<file path="config.mk">
export PLATFORM = sky130hd
export DESIGN_NAME = shared_array_stack_queue
export DESIGN_NICKNAME = d
export VERILOG_FILES = /design/src/sv/sasq_pkg.sv /design/src/sv/shared_array_stack_queue.sv /design/src/sv/sasq_ram.sv
export SDC_FILE = /design/constraint.sdc
export NUM_CORES = 1
export LEC_CHECK = 0
export BUFFER_PORTS_ARGS = -buffer_cell sky130_fd_sc_hd__buf_2
export CORE_MARGIN = 2
export CORE_UTILIZATION = 40
export CTS_CLUSTER_DIAMETER = 30
export DETAILED_ROUTE_END_ITERATION = 10
export MAX_ROUTING_LAYER = met4
export PLACE_DENSITY = 0.64
export SYNTH_ARGS = -nofsm -noshare
export SYNTH_HDL_FRONTEND = slang
export SYNTH_HIERARCHICAL = 1
export SYNTH_SLANG_ARGS = --single-unit
</file>
<file path="constraint.sdc">
create_clock -name clk -period 4.8 [get_ports clk]
set_input_delay 0.72 -clock clk [delete_from_list [all_inputs] [get_ports clk]]
set_output_delay 0.72 -clock clk [all_outputs]
set_load 0.03 [all_outputs]
</file>
<file path="src/sv/sasq_pkg.sv">
// ----------------------------------------------------------------------------
// sasq_pkg
// shared types and constants of the stack and queue block
// ----------------------------------------------------------------------------
package sasq_pkg;

    localparam int DEPTH_DEFAULT      = 16;
    localparam int DATA_WIDTH_DEFAULT = 32;

    localparam int CMD_W    = 3;
    localparam int STATUS_W = 2;
    localparam int WORD_W   = 32;

    typedef enum logic [CMD_W-1:0] {
        CMD_PUSH    = 3'd0,
        CMD_POP     = 3'd1,
        CMD_PEEK    = 3'd2,
        CMD_ENQUEUE = 3'd3,
        CMD_DEQUEUE = 3'd4
    } cmd_t;

    typedef enum logic [STATUS_W-1:0] {
        ST_OK        = 2'd0,
        ST_OVERFLOW  = 2'd1,
        ST_UNDERFLOW = 2'd2
    } status_t;

endpackage

</file>
<file path="src/sv/shared_array_stack_queue.sv">
// ----------------------------------------------------------------------------
// shared_array_stack_queue
// a stack and a fifo queue kept in one shared memory
// ----------------------------------------------------------------------------
// One RAM of DEPTH words holds a stack that grows down from the top entry and
// a queue that grows up from entry 0. Each input transfer carries a command in
// s_tuser and a word in s_tdata and gives exactly one result transfer with the
// word read (or 0 or all ones) in m_tdata and a status in m_tuser. The block
// takes one command per cycle while s_tready is high: every command makes at
// most one access to the single RAM port, at the cycle it is accepted, and its
// read data is registered in the RAM alongside the result stage, then passes
// through the output register to m_tdata. The result stage and the output
// register let commands keep flowing while one result waits. Dequeued slots
// are not reused until reset. There is no clearing pass after reset.
// ----------------------------------------------------------------------------
module shared_array_stack_queue
    import sasq_pkg::*;
#(
    parameter int DEPTH      = DEPTH_DEFAULT,
    parameter int DATA_WIDTH = DATA_WIDTH_DEFAULT
) (
    input  logic                clk,
    input  logic                rst_n,
    input  logic                s_tvalid,
    output logic                s_tready,
    input  logic [WORD_W-1:0]   s_tdata,   // data_in
    input  logic [CMD_W-1:0]    s_tuser,   // command
    output logic                m_tvalid,
    input  logic                m_tready,
    output logic [WORD_W-1:0]   m_tdata,   // data_out
    output logic [STATUS_W-1:0] m_tuser    // status
);

    localparam int AW = $clog2(DEPTH);
    localparam int CW = $clog2(DEPTH + 1);

    logic [CW-1:0] stack_count_reg, stack_count_next;
    logic [CW-1:0] queue_written_reg, queue_written_next;
    logic [CW-1:0] queue_read_reg, queue_read_next;

    logic                  pend_valid_reg;
    logic                  pend_use_ram_reg;
    logic [DATA_WIDTH-1:0] pend_data_reg;
    status_t               pend_status_reg;

    logic                  out_valid_reg;
    logic [WORD_W-1:0]     out_data_reg;
    status_t               out_status_reg;

    logic                  in_xfer;
    logic                  pend_move;
    logic                  store_full;
    logic                  ram_en;
    logic                  ram_we;
    logic [CW-1:0]         ram_addr_wide;
    logic [DATA_WIDTH-1:0] ram_rdata;
    logic                  use_ram;
    logic [DATA_WIDTH-1:0] const_data;
    status_t               status;
    logic [DATA_WIDTH-1:0] pend_word;

    assign pend_move = pend_valid_reg && (!out_valid_reg || m_tready);
    assign s_tready  = !pend_valid_reg || pend_move;
    assign in_xfer   = s_tvalid && s_tready;

    assign store_full = ({1'b0, stack_count_reg} + {1'b0, queue_written_reg})
                        >= (CW + 1)'(DEPTH);

    always_comb
    begin
        stack_count_next   = stack_count_reg;
        queue_written_next = queue_written_reg;
        queue_read_next    = queue_read_reg;
        ram_en             = 1'b0;
        ram_we             = 1'b0;
        ram_addr_wide      = '0;
        use_ram            = 1'b0;
        const_data         = '0;
        status             = ST_OK;
        unique case (cmd_t'(s_tuser)) inside
            CMD_PUSH:
            begin
                if (store_full)
                begin
                    status = ST_OVERFLOW;
                end
                else
                begin
                    stack_count_next = stack_count_reg + 1'b1;
                    ram_en           = 1'b1;
                    ram_we           = 1'b1;
                    ram_addr_wide    = CW'(DEPTH - 1) - stack_count_reg;
                end
            end
            CMD_POP, CMD_PEEK:
            begin
                if (stack_count_reg == '0)
                begin
                    const_data = '1;
                    status     = ST_UNDERFLOW;
                end
                else
                begin
                    ram_en        = 1'b1;
                    use_ram       = 1'b1;
                    ram_addr_wide = CW'(DEPTH) - stack_count_reg;
                    if (cmd_t'(s_tuser) == CMD_POP)
                    begin
                        stack_count_next = stack_count_reg - 1'b1;
                    end
                end
            end
            CMD_ENQUEUE:
            begin
                if (store_full)
                begin
                    status = ST_OVERFLOW;
                end
                else
                begin
                    queue_written_next = queue_written_reg + 1'b1;
                    ram_en             = 1'b1;
                    ram_we             = 1'b1;
                    ram_addr_wide      = queue_written_reg;
                end
            end
            CMD_DEQUEUE:
            begin
                if (queue_read_reg >= queue_written_reg)
                begin
                    const_data = '1;
                    status     = ST_UNDERFLOW;
                end
                else
                begin
                    queue_read_next = queue_read_reg + 1'b1;
                    ram_en          = 1'b1;
                    use_ram         = 1'b1;
                    ram_addr_wide   = queue_read_reg;
                end
            end
            default:
            begin
                // unused codes change nothing and report ok
            end
        endcase
    end

    sasq_ram #(
        .WIDTH (DATA_WIDTH),
        .DEPTH (DEPTH)
    ) u_ram (
        .clk   (clk),
        .en    (ram_en && in_xfer),
        .we    (ram_we),
        .addr  (ram_addr_wide[AW-1:0]),
        .wdata (DATA_WIDTH'(s_tdata)),
        .rdata (ram_rdata)
    );

    assign pend_word = pend_use_ram_reg ? ram_rdata : pend_data_reg;

    always_ff @(posedge clk or negedge rst_n)
    begin
        if (!rst_n)
        begin
            stack_count_reg   <= '0;
            queue_written_reg <= '0;
            queue_read_reg    <= '0;
            pend_valid_reg    <= 1'b0;
            out_valid_reg     <= 1'b0;
        end
        else
        begin
            if (in_xfer)
            begin
                stack_count_reg   <= stack_count_next;
                queue_written_reg <= queue_written_next;
                queue_read_reg    <= queue_read_next;
            end
            if (in_xfer)
            begin
                pend_valid_reg <= 1'b1;
            end
            else if (pend_move)
            begin
                pend_valid_reg <= 1'b0;
            end
            if (pend_move)
            begin
                out_valid_reg <= 1'b1;
            end
            else if (m_tready)
            begin
                out_valid_reg <= 1'b0;
            end
        end
    end

    always_ff @(posedge clk)
    begin
        if (in_xfer)
        begin
            pend_use_ram_reg <= use_ram;
            pend_data_reg    <= const_data;
            pend_status_reg  <= status;
        end
        if (pend_move)
        begin
            out_data_reg   <= WORD_W'(pend_word);
            out_status_reg <= pend_status_reg;
        end
    end

    assign m_tvalid = out_valid_reg;
    assign m_tdata  = out_data_reg;
    assign m_tuser  = out_status_reg;

    // stack entries plus queue entries never pass the memory size
    assert property (@(posedge clk) disable iff (!rst_n)
        ({1'b0, stack_count_reg} + {1'b0, queue_written_reg}) <= (CW + 1)'(DEPTH))
    else $error("stack and queue regions overlap");

    // the queue never reads past what was written
    assert property (@(posedge clk) disable iff (!rst_n)
        queue_read_reg <= queue_written_reg)
    else $error("queue read pointer passed write pointer");

    // an underflow result carries all ones in the data width
    assert property (@(posedge clk) disable iff (!rst_n)
        m_tvalid && (m_tuser == ST_UNDERFLOW) |-> m_tdata == WORD_W'({DATA_WIDTH{1'b1}}))
    else $error("underflow result without all-ones data");

    // the input stalls only while both result stages are held
    assert property (@(posedge clk) disable iff (!rst_n)
        !s_tready |-> pend_valid_reg && out_valid_reg && !m_tready)
    else $error("input stalled with room in the result path");

endmodule

</file>
<file path="src/sv/sasq_ram.sv">
// ----------------------------------------------------------------------------
// sasq_ram
// single-port synchronous ram, one access per cycle, registered read data
// ----------------------------------------------------------------------------
module sasq_ram #(
    parameter int WIDTH = 32,
    parameter int DEPTH = 16
) (
    input  logic                     clk,
    input  logic                     en,
    input  logic                     we,
    input  logic [$clog2(DEPTH)-1:0] addr,
    input  logic [WIDTH-1:0]         wdata,
    output logic [WIDTH-1:0]         rdata
);

    logic [WIDTH-1:0] mem [DEPTH];

    always_ff @(posedge clk)
    begin
        if (en)
        begin
            if (we)
            begin
                mem[addr] <= wdata;
            end
            else
            begin
                // read data only moves on a read, so it holds while a result waits
                rdata <= mem[addr];
            end
        end
    end

endmodule
</file>
==> reports/results.tsv, run 1 <==
metric	value	unit
final_max_slew_viol_count	0	
max_freq	0.251	GHz
largest_reg_flops	512	
fin_crit_sh	83.2	%
seq_power_share	35.9	%
status	complete, no violations	
synth_area	23000	um^2
tritoncts	built	
cts_sinks	599	
yosysTopAreaCellShare	76.0	%
powerDensity	599	nW/um^2
nets	1322	
ir_worst_vdd	0.000317	V
r2r-start	stack_count_reg[2]	
r2r_cells	8	
core	56600	um^2
min_path_type	in2async	
boundaryPins	75	
power.total	17.1	mW
die_h	244	um
post_synth_xor_area_fraction	0.648	%
synth_edf_count	582	
synth_common_cells	edfxtp_1 (582), mux4_2 (128), nand2_1 (106), a22oi_1 (68), clkbuf_1 (34)	
synthMuxAreaShare	12.7	%
timing.slew.headroom	34.2	%
yosys.area_share.adder	0.904	%
ys_top_cells_by_area	edfxtp_1 (76%), mux4_2 (13%), a22oi_1 (2.2%), dfrtp_1 (1.9%), nand2_1 (1.7%)	
skew	0.0255	ns
power_switching_share	25.9	%
ys_ff_latch	599	
die_w	244	um
startpoint_type	register	
switching_power	4.42	mW
htree_levels	3	
syn_inst	1094	
place_congestion	0.849	
pre_cts_ws	0.770	ns
placedCellCount	1912	
first_pass_iters	6	
row_count	87	
worstPathRequired	5.10	ns
pwr-share-comb	18.5	%
synth_compound_area_share	3.16	%
ys_async_sr_fraction	2.84	%
port-buffer-count	74	
clockPowerShare	45.6	%
place_hpwl	26900	um
grt_max_degree	55	
regToRegEndpoint	u_ram/mem[2][8]	
period_needed	3.99	ns
vias	11400	
synth-main-ff-cell	edfxtp_1	
yosys.area_share.simple	3.22	%
ys_seq_area_share	77.9	%
cts_buffers	109	
yosysWarnings	6	
root_buffer	clkbuf_16	
initial_core_util	40.6	%
wire_per_inst	23.6	um
setup_tns	0	ns
crit_type	reg2reg	
tightest_slew	0.986	ns
yosysTopAreaCell	edfxtp_1	
die-area	59400	um^2
cts_resized	0	
ff2ff_setup_slack	0.81	ns
internal_power	12.6	mW
clk_path_buf_depth	3	
path_max_fanout	23	
cts_hold_buf	0	
grt_pass1_wl	75700	um
synth_cell_types	43	
final-hold-violation-count	0	
endpoint_kind	register	
synthToLayoutAreaGrowth	24.0	%
antenna_found_initial	2	
track_usage	17.6	%
ant_nets	0	
syn_avg_cell_area	21.0	um^2
synth_top_family_by_area	multiplexers	
setup_viol	0	
path_clk_slew	0.05	ns
grt_pass1_vias	12100	
num-fill-cells	4491	
drc	0	
rsz0062_at_grt	no	
largest-register	u_ram/mem	
post-synth-top-count-cell	edfxtp_1	
maxCapViolCount	0	
power_leakage	9.45	nW
drt-total-wl	49900	um
arrival	4.29	ns
vias_per_cell	5.36	
fin_cells	2118	
drtIter0Drc	853	
drive_gt1_share	33.7	%
setup_ws	0.808	ns
cts_setup_buffers	0	
insertion_delay	0.65	ns
synth.net_count	1149	
overflow	0	
==> cell usage in the layout, fill, tap and decap left out, types with 9 or more instances in the layout <==
cell type   instances
edfxtp_1          582
mux4_2            128
clkbuf_16         111
nand2_1           106
buf_2              74
a22oi_1            68
buf_4              32
bufinv_16          18
clkinvlp_4         17
dfrtp_1            17
xnor2_1            15
ha_1               15
clkinv_2           14
clkinv_1           13
clkbuf_1           13
nor2_4             13
buf_12             13
inv_1               9
==> worst max-delay path, cell delays in order, from the launching register on <==
cell and delay, ns:
dfrtp_1 0.46, ha_1 0.36, a21oi_1 0.20, a21bo_2 0.19
nand3_1 0.29, o21ai_4 0.85, nand4b_1 0.56, nor3_4 0.30
buf_4 0.41
==> per-stage QoR <==
stage / hold slack (ns) / util, % / instance area [um^2]
final: 0.0195 / 50.3 / 28500
after global routing: 0.0275 / 50.3 / 28500
after CTS: 0.00495 / 50.3 / 28500
after detailed placement: 0.408 / 43.6 / 24700
after global placement: 0.406 / 43.6 / 24700
after floorplan: 0.400 / - / 23000
==> metal layers <==
metal / up-vias / wire length, um / global-route usage, %
met3: 89 / 3000 / 3.80
li1: 4901 / - / -
met4: 0 / 968 / 5.58
met2: 359 / 23900 / 27.4
met5: - / 0 / -
met1: 6012 / 22000 / 23.3
==> worst max-delay path by stage <==
stage	start	to	slack (ns)	cells past startpoint
after floorplan	s_tuser[1]	u_ram/mem[11][0]	0.20	12
final	stack_count_reg[2]	u_ram/mem[2][8]	0.81	8
after detailed placement	s_tuser[0]	u_ram/mem[2][9]	0.77	9
after global routing	stack_count_reg[2]	u_ram/mem[2][2]	0.61	8
after CTS	stack_count_reg[2]	u_ram/mem[2][2]	0.86	8
after global placement	s_tuser[1]	u_ram/mem[2][9]	0.87	9
==> power groups by stage <==
stage          clock (mW)  combinational (mW)  sequential, mW
6_report             7.78                3.16            6.12
5_1_grt              8.16                3.41            6.14
4_1_cts              7.89                3.19            6.12
3_5_place_dp            0                3.17            6.22
3_3_place_gp            0                3.13            6.21
2_1_floorplan           0                2.22            6.27
==> cells by family (layout without fill, tap and decap cells) <==
family | Yosys count | in the layout
fa+ha+maj | 16 | 16
mux | 131 | 131
buf+inv | 66 | 333
other cells | 0 | 1
flops | 599 | 599
xor+xnor | 17 | 17
simple gates | 167 | 167
compound gates | 98 | 98
==> area by class of cell <==
class                   instances  area, um^2  area share (%)
well taps                     756         946            3.32
multi-input cells             429        4930            17.3
repair buffers                119         871            3.06
clock buffers                 125        2840            9.97
clock inverters                80         962            3.38
diodes                          1        2.50         0.00878
inverters                       9        33.8           0.119
flip-flops and latches        599       17900            62.8
Power figures use the tool's default switching activity.
==> run 2: changes to the inputs <==
==> constraint.sdc (replaced) <==
create_clock -name clk -period 3.6 [get_ports clk]
set_input_delay 0.54 -clock clk [delete_from_list [all_inputs] [get_ports clk]]
set_output_delay 0.54 -clock clk [all_outputs]
set_load 0.03 [all_outputs]
==> reports/results.tsv, run 2 (synthesis gave the netlist of run 1 again) <==
metric	value	unit	change
critPathSlowestCell	mux4_2		
die-area	59400	um^2	unchanged
root_buffer	clkbuf_16		
cp_slowest_stage_delay	0.50	ns	-0.35 ns
tightest_slew	1.21	ns	+0.226 ns
num-fill-cells	4426		-1.4%
drtIter0Drc	920		+7.9%
path_clk_slew	0.04	ns	about the same
startpoint_type	register		
tritoncts	built		
timing.slew.headroom	19.0	%	-15 points
largest-register	u_ram/mem		
min_path_type	in2reg		
htree_levels	3		unchanged
first_pass_iters	5		-1
wire_per_inst	24.1	um	+2.4%
switching_power	5.89	mW	+33%
powerDensity	780	nW/um^2	+30%
r2r-start	queue_written_reg[2]		
crit_type	reg2reg		
port-buffer-count	74		unchanged
final_common_cell	edfxtp_1		
endpoint_kind	register		
period_needed	3.41	ns	-0.579 ns
insertion_delay	0.64	ns	about the same
synthToLayoutAreaGrowth	25.7	%	
clockPowerShare	43.8	%	-1.8 points
maxCapViolCount	0		unchanged
skew	0.0199	ns	-0.00563 ns
place_congestion	0.767		-9.6%
path_max_fanout	20		-13%
overflow	0		unchanged
power_leakage	9.65	nW	+2.2%
initial_core_util	40.6	%	unchanged
startpoint	queue_written_reg[2]		
grt_pass1_wl	77500	um	+2.4%
die_h	244	um	unchanged
boundaryPins	75		unchanged
power_switching_share	26.2	%	+0.25 points
max_freq	0.293	GHz	+17%
drive_gt1_share	35.9	%	+2.2 points
power.total	22.5	mW	+32%
final_max_slew_viol_count	0		unchanged
crit_family	compound AO/OA/AOI/OAI gates		
arrival	3.78	ns	-0.51 ns
min_from	s_tvalid		
nets	1359		+2.8%
clk_path_buf_depth	3		unchanged
vias	11700		+2.6%
cts_sinks	599		unchanged
track_usage	18.3	%	+0.66 points
cts_buffers	108		-0.92%
ir_worst_vdd	0.000389	V	+22%
worstPathRequired	3.97	ns	-1.13 ns
fin_crit_sh	94.8	%	+12 points
core	56600	um^2	unchanged
final_core_util	51.0	%	+0.71 points
drt-total-wl	52000	um	+4.2%
path_common_cell	buf_12		
rsz0062_at_grt	no		
drc	0		unchanged
antenna_found_initial	7		+5
die_w	244	um	unchanged
crit_chain	ha_1 -> a21oi_1 -> a21bo_2 -> nand3_1 -> buf_4 -> o21ai_4 -> buf_12 -> buf_12 -> mux4_2 -> a22oi_1 -> nand2_1		
final_cell_mix	edfxtp_1 (582), mux4_2 (128), clkbuf_16 (110)		
status	complete, no violations		
vias_per_cell	5.41		+0.79%
place_hpwl	28900	um	+7.4%
row_count	87		unchanged
seq_power_share	36.1	%	+0.2 points
ant_nets	0		unchanged
largest_reg_flops	512		unchanged
setup_viol	0		unchanged
crit_buf_inv	3		+2
setup_tns	0	ns	unchanged
grt_max_degree	52		-5.5%
final-hold-violation-count	0		unchanged
grt_pass1_vias	12100		+0.65%
pwr-share-comb	20.1	%	+1.6 points
internal_power	16.6	mW	+32%
run 2: timing repair:
item	4_1_cts	5_1_grt
gates resized for setup	0	1
endpoints found under the setup margin	0	8
hold endpoints to repair	17	0
setup buffers	0	1
hold buffers	1	0
run 2: power groups by stage:
stage | logic, mW | registers, mW | clock network [mW]
final | 4.52 | 8.14 | 9.86
after global routing | 4.86 | 8.15 | 10.4
after CTS | 4.56 | 8.14 | 10.0
after detailed placement | 4.52 | 8.26 | 0
after global placement | 4.49 | 8.26 | 0
after floorplan | 3.05 | 8.36 | 0
run 2: final timing paths:
path / to / slack (ns) / cells after the start
worst max-delay path: u_ram/rdata[16] / 0.19 / 11
worst min-delay path: pend_valid_reg / 0.16 / 2
worst max register to register: u_ram/rdata[16] / 0.19 / 11
worst min register to register: m_tuser[1] / 0.42 / 0
max in group asynchronous: m_tvalid / 2.93 / 2
min in group asynchronous: queue_written_reg[0] / 0.38 / 2
run 2: routing by layer:
layer  share of wire [%]  routed length, um  vias up  track usage [%]
li1                    -                  -     5001                -
met1                  43              22200     6145             23.9
met2                  48              25100      408             28.3
met3                 6.7               3480      102             4.19
met4                 2.4               1260        0             6.51
met5                   0                  0        -                -
run 2: through the flow:
step | cells | worst slack [ns] | hold WS (ns) | instance area (um^2)
finish | 2156 | 0.187 | 0.163 | 28900
global route | 2156 | 0.00574 | 0.153 | 28900
CTS | 2149 | 0.150 | 0.135 | 28900
detailed placement | 1948 | 0.187 | 0.407 | 25200
global placement | 1948 | 0.235 | 0.403 | 25200
floorplan | 1094 | -0.296 | 0.244 | 23200
run 2: layout make-up:
class	instances	area, um^2	share of cell area [%]
Inverter	9	33.8	0.117
Clock buffer	119	2790	9.64
Timing Repair Buffer	157	1420	4.92
Sequential cell	599	17900	62.0
Clock inverter	81	828	2.87
Multi-Input combinational cell	429	4960	17.2
Antenna cell	6	15.0	0.0520
Tap cell	756	946	3.27
